$ cat src/assert_macros.svh
// assertion macros shared by the ring fifo rtl
// expects clk_i and rst_ni in the scope of the module that uses them
`ifndef ASSERT_MACROS_SVH
`define ASSERT_MACROS_SVH

// property must hold at every clock edge out of reset
`define RFS_ASSERT(label, prop) \
  label: assert property (@(posedge clk_i) disable iff (!rst_ni) (prop)) \
    else $error("rfs assertion failed");

// condition must never be true out of reset
`define RFS_NEVER(label, cond) \
  `RFS_ASSERT(label, !(cond))

`endif

$ cat src/rfs_pkg.sv
// package for the ring fifo with search: sizes, codes, shared types and helpers
// no dependencies
`timescale 1ns / 1ps

package rfs_pkg;

  localparam int CAPACITY   = 15;
  localparam int DATA_WIDTH = 32;
  localparam int NSLOTS     = CAPACITY + 1;
  localparam int PTR_W      = (NSLOTS > 1) ? $clog2(NSLOTS) : 1;

  // field widths of the item channels
  localparam int OPCODE_W   = 2;
  localparam int IO_DATA_W  = 32;
  localparam int IO_SLOT_W  = 4;
  localparam int IO_COUNT_W = 4;

  typedef enum logic [OPCODE_W-1:0] {
    OP_PUSH  = 2'd0,
    OP_POP   = 2'd1,
    OP_CLEAR = 2'd2,
    OP_FIND  = 2'd3
  } opcode_e;

  typedef logic [PTR_W-1:0]      ptr_t;
  typedef logic [DATA_WIDTH-1:0] word_t;

  typedef struct packed {
    logic                  ok;
    logic [IO_DATA_W-1:0]  data_out;
    logic [IO_SLOT_W-1:0]  found_slot;
    logic [IO_COUNT_W-1:0] count;
    logic                  full_res;
    logic                  empty_res;
  } rfs_res_t;

  typedef struct packed {
    logic  we;
    ptr_t  waddr;
    word_t wdata;
    logic  re;
    ptr_t  raddr;
  } ram_req_t;

  function automatic ptr_t next_slot(ptr_t p);
    return (p == PTR_W'(NSLOTS - 1)) ? '0 : ptr_t'(p + 1'b1);
  endfunction

  function automatic ptr_t fill_count(ptr_t wp, ptr_t rp);
    logic [PTR_W:0] s;
    if (wp >= rp) begin
      s = {1'b0, wp} - {1'b0, rp};
    end else begin
      s = {1'b0, wp} + (PTR_W + 1)'(NSLOTS) - {1'b0, rp};
    end
    return s[PTR_W-1:0];
  endfunction

  function automatic rfs_res_t make_res(logic ok, word_t data, ptr_t slot, ptr_t n);
    rfs_res_t r;
    r.ok         = ok;
    r.data_out   = IO_DATA_W'(data);
    r.found_slot = IO_SLOT_W'(slot);
    r.count      = IO_COUNT_W'(n);
    r.full_res   = (n == PTR_W'(CAPACITY));
    r.empty_res  = (n == '0);
    return r;
  endfunction

endpackage

$ cat src/rfs_if.sv
// item channel interfaces of the ring fifo: operation in, result out
// depends on rfs_pkg
`timescale 1ns / 1ps

interface rfs_in_if;
  import rfs_pkg::*;
  logic                 valid;
  logic                 ready;
  logic [OPCODE_W-1:0]  opcode;
  logic [IO_DATA_W-1:0] data_in;
  modport source (output valid, output opcode, output data_in, input ready);
  modport sink   (input valid, input opcode, input data_in, output ready);
endinterface

interface rfs_out_if;
  import rfs_pkg::*;
  logic                  valid;
  logic                  ready;
  logic                  ok;
  logic [IO_DATA_W-1:0]  data_out;
  logic [IO_SLOT_W-1:0]  found_slot;
  logic [IO_COUNT_W-1:0] count;
  logic                  full_res;
  logic                  empty_res;
  modport source (output valid, output ok, output data_out, output found_slot,
                  output count, output full_res, output empty_res, input ready);
  modport sink   (input valid, input ok, input data_out, input found_slot,
                  input count, input full_res, input empty_res, output ready);
endinterface

$ cat src/rfs_ram.sv
// slot storage of the ring fifo: one write port, one registered read port
// depends on rfs_pkg
`timescale 1ns / 1ps

module rfs_ram (
  input  logic              clk_i,
  input  rfs_pkg::ram_req_t req_i,
  output rfs_pkg::word_t    rdata_o
);
  import rfs_pkg::*;

  word_t mem_q [NSLOTS];
  word_t rdata_q;

  always_ff @(posedge clk_i) begin
    if (req_i.we) begin
      mem_q[req_i.waddr] <= req_i.wdata;
    end
    if (req_i.re) begin
      rdata_q <= mem_q[req_i.raddr];
    end
  end

  assign rdata_o = rdata_q;

endmodule

$ cat src/rfs_seq.sv
// sequencer of the ring fifo: pointers, operation decode and the shared word compare
// depends on rfs_pkg, rfs_ram timing (read data registered, out the cycle after the address)
`timescale 1ns / 1ps
`include "assert_macros.svh"

module rfs_seq (
  input  logic                               clk_i,
  input  logic                               rst_ni,
  input  logic                               accept_i,
  input  logic [rfs_pkg::OPCODE_W-1:0]       opcode_i,
  input  logic [rfs_pkg::IO_DATA_W-1:0]      data_in_i,
  output logic                               idle_o,
  output logic                               res_valid_o,
  output rfs_pkg::rfs_res_t                  res_o,
  output rfs_pkg::ram_req_t                  ram_o,
  input  rfs_pkg::word_t                     rdata_i
);
  import rfs_pkg::*;

  typedef enum logic [1:0] {
    S_IDLE,
    S_POP,
    S_SCAN
  } state_e;

  state_e state_q, state_d;
  ptr_t   rp_q, rp_d;
  ptr_t   wp_q, wp_d;
  ptr_t   cur_q, cur_d;    // slot whose word arrives from the ram now
  ptr_t   left_q, left_d;  // slots still to compare, current one included
  word_t  key_q, key_d;

  ptr_t    n;
  word_t   word_in;
  opcode_e op;
  logic    hit;

  assign n       = fill_count(wp_q, rp_q);
  assign word_in = DATA_WIDTH'(data_in_i);
  assign op      = opcode_e'(opcode_i);
  assign hit     = (rdata_i == key_q);
  assign idle_o  = (state_q == S_IDLE);

  always_comb begin
    state_d     = state_q;
    rp_d        = rp_q;
    wp_d        = wp_q;
    cur_d       = cur_q;
    left_d      = left_q;
    key_d       = key_q;
    ram_o       = '0;
    res_valid_o = 1'b0;
    res_o       = make_res(1'b0, '0, '0, n);

    unique case (state_q)
      S_IDLE: begin
        if (accept_i) begin
          unique case (op)
            OP_PUSH: begin
              res_valid_o = 1'b1;
              if (n < PTR_W'(CAPACITY)) begin
                ram_o.we    = 1'b1;
                ram_o.waddr = wp_q;
                ram_o.wdata = word_in;
                wp_d        = next_slot(wp_q);
                res_o       = make_res(1'b1, '0, '0, ptr_t'(n + 1'b1));
              end
            end
            OP_POP: begin
              if (n != '0) begin
                ram_o.re    = 1'b1;
                ram_o.raddr = rp_q;
                state_d     = S_POP;
              end else begin
                res_valid_o = 1'b1;
              end
            end
            OP_CLEAR: begin
              rp_d        = '0;
              wp_d        = '0;
              res_valid_o = 1'b1;
              res_o       = make_res(1'b1, '0, '0, '0);
            end
            OP_FIND: begin
              if (n != '0) begin
                ram_o.re    = 1'b1;
                ram_o.raddr = rp_q;
                cur_d       = rp_q;
                left_d      = n;
                key_d       = word_in;
                state_d     = S_SCAN;
              end else begin
                res_valid_o = 1'b1;
              end
            end
            default: ;
          endcase
        end
      end
      S_POP: begin
        rp_d        = next_slot(rp_q);
        res_valid_o = 1'b1;
        res_o       = make_res(1'b1, rdata_i, '0, ptr_t'(n - 1'b1));
        state_d     = S_IDLE;
      end
      S_SCAN: begin
        if (hit) begin
          res_valid_o = 1'b1;
          res_o       = make_res(1'b1, '0, cur_q, n);
          state_d     = S_IDLE;
        end else if (left_q == ptr_t'(1)) begin
          res_valid_o = 1'b1;
          state_d     = S_IDLE;
        end else begin
          ram_o.re    = 1'b1;
          ram_o.raddr = next_slot(cur_q);
          cur_d       = next_slot(cur_q);
          left_d      = ptr_t'(left_q - 1'b1);
        end
      end
      default: state_d = S_IDLE;
    endcase
  end

  always_ff @(posedge clk_i or negedge rst_ni) begin
    if (!rst_ni) begin
      state_q <= S_IDLE;
      rp_q    <= '0;
      wp_q    <= '0;
      cur_q   <= '0;
      left_q  <= '0;
    end else begin
      state_q <= state_d;
      rp_q    <= rp_d;
      wp_q    <= wp_d;
      cur_q   <= cur_d;
      left_q  <= left_d;
    end
  end

  always_ff @(posedge clk_i) begin
    key_q <= key_d;
  end

  // fill level stays within capacity
  `RFS_ASSERT(a_fill_bound, n <= PTR_W'(CAPACITY))
  // the ram is written only by a push taken while idle
  `RFS_NEVER(a_write_when_busy, ram_o.we && (state_q != S_IDLE))
  // a scan never runs past the occupied slots
  `RFS_NEVER(a_scan_overrun, (state_q == S_SCAN) && (left_q == '0))
  // pointers move only as the operation allows
  `RFS_ASSERT(a_scan_keeps_ptrs, (state_q == S_SCAN) |=> $stable(wp_q) && $stable(rp_q))

endmodule

$ cat src/ring_fifo_with_search.sv
// top level of the ring fifo with search: channel handshakes and result register
// depends on rfs_pkg, rfs_if, rfs_ram, rfs_seq and assert_macros.svh
`timescale 1ns / 1ps
`include "assert_macros.svh"

// Ring fifo of CAPACITY data words kept in CAPACITY+1 slots, one slot always
// left empty. Each item on the input channel carries one operation: push,
// pop, clear or find. Every item gives exactly one result item with ok, the
// popped word, the slot index found, and the count, full and empty flags after
// the operation. Push and clear finish in the cycle they are accepted, so
// they can stream one item per cycle while results are being taken. Pop
// waits in a second state for the word, since the slot store has a single
// registered read port. Find compares one occupied slot per cycle with a
// single shared comparator, oldest first, and stops at the first hit or
// after the last occupied slot; the input is not ready while a pop or find
// is in progress. A result register sits on the output, so the next item is
// taken in the same cycle a waiting result is taken. Slot contents are not
// cleared by reset or by clear; only the read and write pointers are.
module ring_fifo_with_search (
  input  logic             clk_i,
  input  logic             rst_ni,
  rfs_in_if.sink           in_i,
  rfs_out_if.source        out_o
);
  import rfs_pkg::*;

  logic     accept;
  logic     seq_idle;
  logic     res_valid;
  rfs_res_t res;
  ram_req_t ram_req;
  word_t    ram_rdata;

  logic     out_valid_q, out_valid_d;
  rfs_res_t out_res_q;

  // take an item only when the sequencer is free and the result slot frees up
  assign in_i.ready = seq_idle && (!out_valid_q || out_o.ready);
  assign accept     = in_i.valid && in_i.ready;

  rfs_seq u_seq (
    .clk_i       (clk_i),
    .rst_ni      (rst_ni),
    .accept_i    (accept),
    .opcode_i    (in_i.opcode),
    .data_in_i   (in_i.data_in),
    .idle_o      (seq_idle),
    .res_valid_o (res_valid),
    .res_o       (res),
    .ram_o       (ram_req),
    .rdata_i     (ram_rdata)
  );

  rfs_ram u_ram (
    .clk_i   (clk_i),
    .req_i   (ram_req),
    .rdata_o (ram_rdata)
  );

  // result register: loaded when an operation finishes, cleared when taken
  always_comb begin
    out_valid_d = out_valid_q;
    if (res_valid) begin
      out_valid_d = 1'b1;
    end else if (out_o.ready) begin
      out_valid_d = 1'b0;
    end
  end

  always_ff @(posedge clk_i or negedge rst_ni) begin
    if (!rst_ni) begin
      out_valid_q <= 1'b0;
    end else begin
      out_valid_q <= out_valid_d;
    end
  end

  always_ff @(posedge clk_i) begin
    if (res_valid) begin
      out_res_q <= res;
    end
  end

  assign out_o.valid      = out_valid_q;
  assign out_o.ok         = out_res_q.ok;
  assign out_o.data_out   = out_res_q.data_out;
  assign out_o.found_slot = out_res_q.found_slot;
  assign out_o.count      = out_res_q.count;
  assign out_o.full_res   = out_res_q.full_res;
  assign out_o.empty_res  = out_res_q.empty_res;

  // a finishing operation never overwrites a result still waiting
  `RFS_ASSERT(a_no_overwrite, res_valid |-> (!out_valid_q || out_o.ready))
  // results come only out of accepted work, never while idle with nothing taken
  `RFS_ASSERT(a_idle_result, (res_valid && seq_idle) |-> accept)

endmodule

$ cat src/flat_wrapper.sv
// flat-port wrapper written by rule: the top's interface ports become plain ports
module ring_fifo_with_search_flat import rfs_pkg::*;
  (clk_i, rst_ni, in_i_valid, in_i_opcode, in_i_data_in, in_i_ready, out_o_valid, out_o_ok, out_o_data_out, out_o_found_slot, out_o_count, out_o_full_res, out_o_empty_res, out_o_ready);
  rfs_in_if in_i_i ();
  rfs_out_if out_o_i ();
  input  logic clk_i;
  input  logic rst_ni;
  input wire logic [$bits(in_i_i.valid)-1:0] in_i_valid;
  input wire logic [$bits(in_i_i.opcode)-1:0] in_i_opcode;
  input wire logic [$bits(in_i_i.data_in)-1:0] in_i_data_in;
  output wire logic [$bits(in_i_i.ready)-1:0] in_i_ready;
  output wire logic [$bits(out_o_i.valid)-1:0] out_o_valid;
  output wire logic [$bits(out_o_i.ok)-1:0] out_o_ok;
  output wire logic [$bits(out_o_i.data_out)-1:0] out_o_data_out;
  output wire logic [$bits(out_o_i.found_slot)-1:0] out_o_found_slot;
  output wire logic [$bits(out_o_i.count)-1:0] out_o_count;
  output wire logic [$bits(out_o_i.full_res)-1:0] out_o_full_res;
  output wire logic [$bits(out_o_i.empty_res)-1:0] out_o_empty_res;
  input wire logic [$bits(out_o_i.ready)-1:0] out_o_ready;
  assign in_i_i.valid = in_i_valid;
  assign in_i_i.opcode = in_i_opcode;
  assign in_i_i.data_in = in_i_data_in;
  assign in_i_ready = in_i_i.ready;
  assign out_o_valid = out_o_i.valid;
  assign out_o_ok = out_o_i.ok;
  assign out_o_data_out = out_o_i.data_out;
  assign out_o_found_slot = out_o_i.found_slot;
  assign out_o_count = out_o_i.count;
  assign out_o_full_res = out_o_i.full_res;
  assign out_o_empty_res = out_o_i.empty_res;
  assign out_o_i.ready = out_o_ready;
  ring_fifo_with_search u_core (.clk_i(clk_i), .rst_ni(rst_ni), .in_i(in_i_i), .out_o(out_o_i));
endmodule
$ cat config.mk
export PLATFORM = sky130hd
export DESIGN_NAME = ring_fifo_with_search_flat
export DESIGN_NICKNAME = d
export VERILOG_FILES = /design/src/rfs_pkg.sv /design/src/rfs_if.sv /design/src/rfs_ram.sv /design/src/rfs_seq.sv /design/src/ring_fifo_with_search.sv /design/src/flat_wrapper.sv
export VERILOG_INCLUDE_DIRS = /design/src /design/src/src
export SDC_FILE = /design/constraint.sdc
export NUM_CORES = 1
export LEC_CHECK = 0
export ABC_AREA = 1
export BUFFER_PORTS_ARGS = -buffer_cell sky130_fd_sc_hd__buf_4
export CAP_MARGIN = 20
export CORE_AREA = 2 2 242 244
export DETAILED_ROUTE_END_ITERATION = 8
export DIE_AREA = 0 0 244 246
export PLACE_DENSITY = 0.8
export SLEW_MARGIN = 20
export SYNTH_ARGS = -nofsm -noshare
export SYNTH_HDL_FRONTEND = slang
export SYNTH_SLANG_ARGS = --single-unit
$ cat constraint.sdc
create_clock -name clk_i -period 4.27 [get_ports clk_i]
set_clock_uncertainty 0.05 [all_clocks]
set_input_delay 0.427 -clock clk_i [delete_from_list [all_inputs] [get_ports clk_i]]
set_output_delay 0.427 -clock clk_i [all_outputs]
set_load 0.05 [all_outputs]
==> flow_metrics.py, run 1 <==
metrics = {
    "global_route": {
        "grt_overflow_total": 0,
        "grt_usage": 0.2317,
        "grt_antenna_before_repair": 0,
        "grt_pass1_vias": 19630,
        "grt_pass1_wl_um": 108200,
        "grt_max_degree": 257,
    },
    "synthesis": {
        "ys_ff_latch": 638,
        "synth-seq-area-share": 0.6712,
        "synth_area_um2": 28400,
        "synthDistinctLibCells": 43,
        "synth-edff-count": 619,
        "async_flop_share": 0.02978,
        "netlist_instances": 2627,
        "yosys_warnings": 0,
        "syn_avg_cell_area_um2": 10.81,
        "syn-num-nets": 2680,
        "synth_ff_type": "edfxtp_1",
    },
    "detailed_routing": {
        "dr_total_vias": 19950,
        "viasPerCell": 5.651,
        "drcViolationCount": 0,
        "drt-total-wl_um": 70250,
        "wl_per_cell_um": 19.90,
        "detail-route-antenna-nets": 0,
        "drtPass1Iterations": 7,
        "drt-initial-drc-count": 2669,
    },
    "final_layout": {
        "utilization": 0.5651,
        "layout_commonest_cell": "edfxtp_1",
        "diodes": 0,
        "layout_common_cells": "edfxtp_1, nand3_1, nand2_1, inv_1, buf_4",
        "finalNetCount": 2770,
        "drive_gt1_frac": 0.1031,
        "design_area_um2": 32410,
        "synthToLayoutAreaGrowth_pct": 14.12,
    },
    "setup_path": {
        "cp_cell_sequence": "ha_4, inv_2, fa_2, inv_2, ha_4, nand4_4, nand4_4, buf_12, buf_16, nand3_1, nand3_1, nand3_1, nand3_1, nand2_1",
        "cp.arrival_ps": 4310,
        "endpoint_kind": "register",
        "cp-startpoint": "u_core.u_seq.rp_q[0]",
        "cp-start-kind": "register",
        "required_ps": 4570,
        "cp_slowest_cell": "fa_2",
        "criticalPathCategory": "reg2reg",
        "rrSetupSlack_ps": 270,
        "crit_top_cell": "nand3_1",
        "crit_path_max_incr_delay_ps": 560,
        "rr_startpoint": "u_core.u_seq.rp_q[0]",
        "reg2reg_depth": 14,
        "critPathMaxFanout": 160,
    },
    "place": {
        "gp_congestion": 0.8880,
        "placed_cell_area_um2": 30000,
        "hpwlAfterDp_um": 37180,
        "numPortBuffers": 82,
    },
    "power": {
        "p_per_area_nw_per_um2": 655.3,
        "leakagePower_nw": 13.33,
        "peakVddDrop_v": 0.0005252,
        "seqPwrFrac": 0.381,
        "switching_share": 0.3775,
        "combPwrFrac": 0.364,
        "total_power_mw": 21.24,
        "switching_power_mw": 8.019,
        "clockPowerShare": 0.255,
        "internal-power_mw": 13.22,
    },
    "sta": {
        "fin_crit_sh": 0.9375,
        "worst_pin_slew_ps": 1146,
        "fin_hold_ws_ps": 99.45,
        "setup_viol": 0,
        "hold_viol_final": 0,
        "slew_viol_final": 0,
        "fmax_mhz": 249.8,
        "slew_headroom": 0.2332,
        "min_period_ps": 4003,
        "grt_setup_unrepaired": "no",
    },
    "hold_path": {
        "hp-start": "in_i_opcode[0]",
        "hold_depth": 3,
        "hold_class": "in2reg",
    },
    "cts": {
        "h-tree-depth": 2,
        "clock_latency_ps": 610,
        "cts-root-buf": "clkbuf_16",
        "tritoncts": "built",
        "cts_resized": 0,
        "clock-sinks": 638,
        "numCtsBuffers": 58,
        "clock_path_buffers": 3,
        "clk_pin_slew_worst_paths_ps": 70,
    },
    "floorplan": {
        "die_x_um": 244,
        "start_util": 0.4951,
        "die-area_um2": 60020,
        "core_area_um2": 57370,
        "std_cell_rows": 88,
        "die_h_um": 246,
        "ios": 83,
    },
    "run": {
        "drv_cap": 0,
    },
    "status": {
        "status": "complete, no violations",
    },
}
flip-flops by register name, indices dropped and copies added, names as in the netlist:
register / count
u_core.u_ram.mem_q: 512
u_core.out_o.data_out: 32
u_core.u_ram.rdata_o: 32
u_core.u_seq.key_q: 32
u_core.out_o.count: 4
u_core.out_o.found_slot: 4
u_core.u_seq.cur_q: 4
u_core.u_seq.left_q: 4
u_core.u_seq.rp_q: 4
u_core.u_seq.wp_q: 4
u_core.u_seq.state_q: 2
u_core.out_o.empty_res: 1
u_core.out_o.full_res: 1
u_core.out_o.ok: 1
u_core.out_o.valid: 1
cell usage after synthesis (2+ instances only):
cell | number | area share
o211ai_1 | 4 | 0.0011
buf_6 | 26 | 0.010
o31ai_1 | 2 | 0.00053
nor2_2 | 4 | 0.00088
nand3b_1 | 96 | 0.025
ha_1 | 14 | 0.0062
buf_1 | 3 | 0.00040
a21oi_1 | 11 | 0.0019
inv_1 | 462 | 0.061
nor2_1 | 110 | 0.015
nand2_1 | 466 | 0.062
nand3_2 | 2 | 0.00070
o21ai_0 | 20 | 0.0035
nand4_1 | 3 | 0.00066
nand2_2 | 3 | 0.00066
edfxtp_1 | 619 | 0.65
inv_2 | 8 | 0.0011
nand3_1 | 592 | 0.10
dfrtp_1 | 19 | 0.017
xnor2_1 | 17 | 0.0052
clkbuf_1 | 18 | 0.0024
nand4_2 | 2 | 0.00088
buf_2 | 91 | 0.016
xor2_1 | 5 | 0.0015
o22ai_2 | 2 | 0.00088
o21ai_1 | 8 | 0.0014
buf_4 | 2 | 0.00053
nor3_1 | 3 | 0.00053
area by class of cell:
class,count,area (µm²)
repair buffers,170,1649
multi-input cells,1379,6984
clock buffers,67,1506
fillers,4345,24950
well taps,765,957.2
inverters,470,1765
clock inverters,41,489.2
flip-flops and latches,638,19060
logic make-up (layout without fill, tap and decap cells):
group,after synthesis,after routing,share of synthesized area
simple gates,1286,1286,0.2114
flops,638,638,0.6712
buf+inv,610,748,0.09176
compound gates,56,56,0.01198
xor+xnor,22,22,0.006784
fa+ha+maj,15,15,0.006872
power groups by stage:
stage / combinational [mW] / clock, mW / sequential [mW]
floorplan: 5.08 / 0 / 8.68
global placement: 7.17 / 0 / 8.19
detailed placement: 7.42 / 0 / 8.21
CTS: 7.55 / 5.47 / 8.08
global route: 8.41 / 5.70 / 8.14
finish: 7.72 / 5.42 / 8.10
layer usage:
layer  global-route usage  share of wire  vias to the layer above
met1               0.2877           0.36                     9470
li1                     -              -                     8953
met5                    0              0                        -
met2               0.3929           0.49                     1253
met3              0.04455           0.10                      271
met4               0.1089          0.045                        0
stage by stage:
step,TNS [ps],std cells,setup WS [ps]
CTS,0,3526,453.1
finish,0,3530,266.7
detailed placement,0,3385,525.9
floorplan,-1324,2627,-30.79
global placement,0,3385,641.4
global route,0,3530,217.6
worst max-delay path, delay by kind of cell (launching register included):
family / cells / cell delay (ps)
AND/OR/NAND/NOR: 7 / 920
adder cells (fa/ha/maj): 3 / 910
buffers and inverters: 4 / 1070
flip-flops: 1 / 550
repair_timing:
action	4_1_cts	5_1_grt
hold buffers	33	0
buffers inserted	0	0
hold endpoints to repair	51	0
worst paths after layout:
path / end
max: u_core.u_ram.rdata_o[18]
min: u_core.u_seq.state_q[0]
max reg2reg: u_core.u_ram.rdata_o[18]
min reg2reg: u_core.u_seq.left_q[3]
max in group asynchronous: u_core.u_seq.wp_q[0]
min in group asynchronous: u_core.u_seq.state_q[1]
No activity file was read; power rests on OpenSTA's default activity.
==> run 2, diff against run 1 <==
--- a/config.mk
+++ b/config.mk
@@ -9,11 +9,12 @@
 export ABC_AREA = 1
 export BUFFER_PORTS_ARGS = -buffer_cell sky130_fd_sc_hd__buf_4
 export CAP_MARGIN = 20
-export CORE_AREA = 2 2 242 244
+export CORE_AREA = 2 2 221 266
 export DETAILED_ROUTE_END_ITERATION = 8
-export DIE_AREA = 0 0 244 246
+export DIE_AREA = 0 0 223 268
 export PLACE_DENSITY = 0.8
-export SLEW_MARGIN = 20
+export SLEW_MARGIN = 10
 export SYNTH_ARGS = -nofsm -noshare
 export SYNTH_HDL_FRONTEND = slang
+export SYNTH_HIERARCHICAL = 1
 export SYNTH_SLANG_ARGS = --single-unit
==> flow_metrics.py, run 2 <==
metrics = {
    "status": {
        "status": "complete, no violations",
    },
    "power": {
        "leakagePower_nw": 13.90,
        "peakVddDrop_v": 0.0005627,
        "p_per_area_nw_per_um2": 631.2,
        "total_power_mw": 20.36,
    },
    "sta": {
        "worst_pin_slew_ps": 1011,
        "hold_viol_final": 0,
        "tns_ps": 0,
        "min_period_ps": 3990,
        "fin_hold_ws_ps": 29.00,
        "fin_crit_sh": 0.9344,
        "slew_viol_final": 0,
        "grt_setup_unrepaired": "no",
        "setup_viol": 0,
        "fmax_mhz": 250.6,
        "slew_headroom": 0.3244,
    },
    "synthesis": {
        "synthDistinctLibCells": 36,
        "synth_area_leaders": "edfxtp_1, nand2_1, nand3_1",
        "synth_ff_type": "edfxtp_1",
        "syn-num-nets": 2772,
        "yosysMostFrequentCell": "nand2_1",
        "yosysTopAreaCell": "edfxtp_1",
        "synth_common_cells": "nand2_1, edfxtp_1, inv_1",
        "synth_top_area_frac": 0.6558,
        "syn_avg_cell_area_um2": 10.42,
        "synth-edff-count": 619,
        "ys_ff_latch": 638,
        "yosys_warnings": 6,
        "synth-seq-area-share": 0.6726,
        "synth_area_um2": 28340,
        "async_flop_share": 0.02978,
        "netlist_instances": 2719,
    },
    "setup_path": {
        "cp-start-kind": "register",
        "criticalPathCategory": "reg2reg",
        "cp.arrival_ps": 4410,
        "required_ps": 4690,
        "critPathMaxFanout": 128,
        "rrSetupSlack_ps": 280,
        "endpoint_kind": "register",
    },
    "detailed_routing": {
        "drtPass1Iterations": 6,
        "drt-total-wl_um": 67550,
        "drcViolationCount": 0,
        "drt-initial-drc-count": 2277,
        "detail-route-antenna-nets": 0,
        "viasPerCell": 5.324,
        "wl_per_cell_um": 18.62,
        "dr_total_vias": 19310,
    },
    "hold_path": {
        "hold_class": "in2reg",
    },
    "global_route": {
        "grt_antenna_before_repair": 0,
        "grt_usage": 0.2250,
        "grt_overflow_total": 0,
        "grt_pass1_vias": 18850,
        "grt_max_degree": 129,
        "grt_pass1_wl_um": 103200,
    },
    "floorplan": {
        "start_util": 0.4968,
        "die_h_um": 268,
        "ios": 83,
        "die_x_um": 223,
        "die-area_um2": 59760,
        "std_cell_rows": 96,
        "core_area_um2": 57050,
    },
    "cts": {
        "tritoncts": "built",
        "clock_latency_ps": 620,
        "h-tree-depth": 2,
        "clock_path_buffers": 3,
        "numCtsBuffers": 57,
        "cts-root-buf": "clkbuf_16",
        "post_cts_buffers": 0,
        "clock-sinks": 638,
        "clk_pin_slew_worst_paths_ps": 70,
    },
    "run": {
        "drv_cap": 0,
    },
    "final_layout": {
        "layout_commonest_cell": "nand2_1",
        "synthToLayoutAreaGrowth_pct": 13.77,
        "largest_register_ffs": 512,
        "layout_common_cells": "nand2_1, edfxtp_1, inv_1, nand3_1, buf_4",
        "drive_gt1_frac": 0.1065,
        "utilization": 0.5652,
        "top_register": "u_core/u_ram/mem_q",
        "n_fill_cell": 4333,
        "finalNetCount": 2897,
        "diodes": 0,
    },
    "place": {
        "gp_congestion": 0.8552,
        "hpwlAfterDp_um": 37860,
        "numPortBuffers": 82,
    },
}
==> run 2: cell count changes in the layout (fill, tap and decap cells not counted), moves of 4 or more <==
cell and change:
nor2_4 +15, nor2_1 -13, nor2_2 -5, nand4_1 +6, nand3_1 -169, buf_4 +13
nand2_2 +4, nand2_1 +339, nand3b_1 -92, inv_1 +44, bufinv_16 -6
==> run 2: final cells by class <==
type                    count  area, µm²  area share
multi-input cells        1449       6731      0.2087
repair buffers            182       1712     0.05308
well taps                 735      919.6     0.02852
flip-flops and latches    638      19060      0.5911
clock inverters            35      341.6     0.01059
clock buffers              72       1534     0.04757
inverters                 516       1947     0.06037
==> run 2: stage by stage <==
stage / std cells / setup slack (ps) / area, µm²
final: 3627 / 280.3 / 32250
after CTS: 3627 / 263.7 / 32250
after global routing: 3627 / 20.15 / 32250
after detailed placement: 3487 / 293.6 / 30040
after global placement: 3487 / 414.5 / 30040
after floorplan: 2719 / 13.83 / 28340
==> run 2: logic make-up (layout without fill, tap and decap cells) <==
kind of cell | after synthesis | in the layout | synth area share
AND/OR/NAND/NOR | 1371 | 1371 | 0.2095
buffers and inverters | 632 | 805 | 0.09649
flip-flops | 638 | 638 | 0.6726
adder cells (fa/ha/maj) | 15 | 15 | 0.006886
AO/OA/AOI/OAI | 40 | 40 | 0.007460
XOR/XNOR | 23 | 23 | 0.007107
==> run 2: metal layers <==
layer,GRT usage,part of all wire,vias to the layer above
met5,0,0,-
met4,0.1199,0.049,0
met3,0.03324,0.095,235
met2,0.3842,0.49,1078
met1,0.2791,0.37,8997
li1,-,-,9001
==> run 2: critical path, stage by stage (launching register included) <==
cell	delay (ps)
dfrtp_1	410
inv_1	140
ha_1	170
inv_1	60
fa_1	630
inv_1	160
ha_1	240
inv_1	70
nor2_2	50
nand2_1	100
nand3_1	160
buf_4	220
o22ai_4	240
buf_12	590
nand3_1	200
nand3_1	140
nand3_1	80
nand2_1	60
==> run 2: report_power, final <==
| part | total (mW) | internal [mW] | switching [mW] |
|---|---|---|---|
| sequential | 7.86 | 7.58 | 0.283 |
| clock | 5.09 | 2.86 | 2.23 |
| combinational | 7.41 | 2.25 | 5.16 |
==> run 2: path summary, 6_finish.rpt <==
check                                      from                 endpoint  cells past startpoint
max in group asynchronous                rst_ni    u_core/u_seq/cur_q[3]                      2
setup / recovery           u_core/u_seq/wp_q[0]  u_core/u_ram/rdata_o[3]                     17
setup reg to reg           u_core/u_seq/wp_q[0]  u_core/u_ram/rdata_o[3]                     17
hold / removal                      out_o_ready       u_core/out_o.valid                      4
min in group asynchronous                rst_ni     u_core/u_seq/wp_q[1]                      2
hold reg to reg              u_core/out_o.valid       u_core/out_o.valid                      2
==> run 2: what timing repair did <==
item / CTS / global route
hold buffers: 33 / 0
resized for setup: 0 / 1
endpoints found under the setup margin: 0 / 10
hold endpoints to repair: 51 / 0
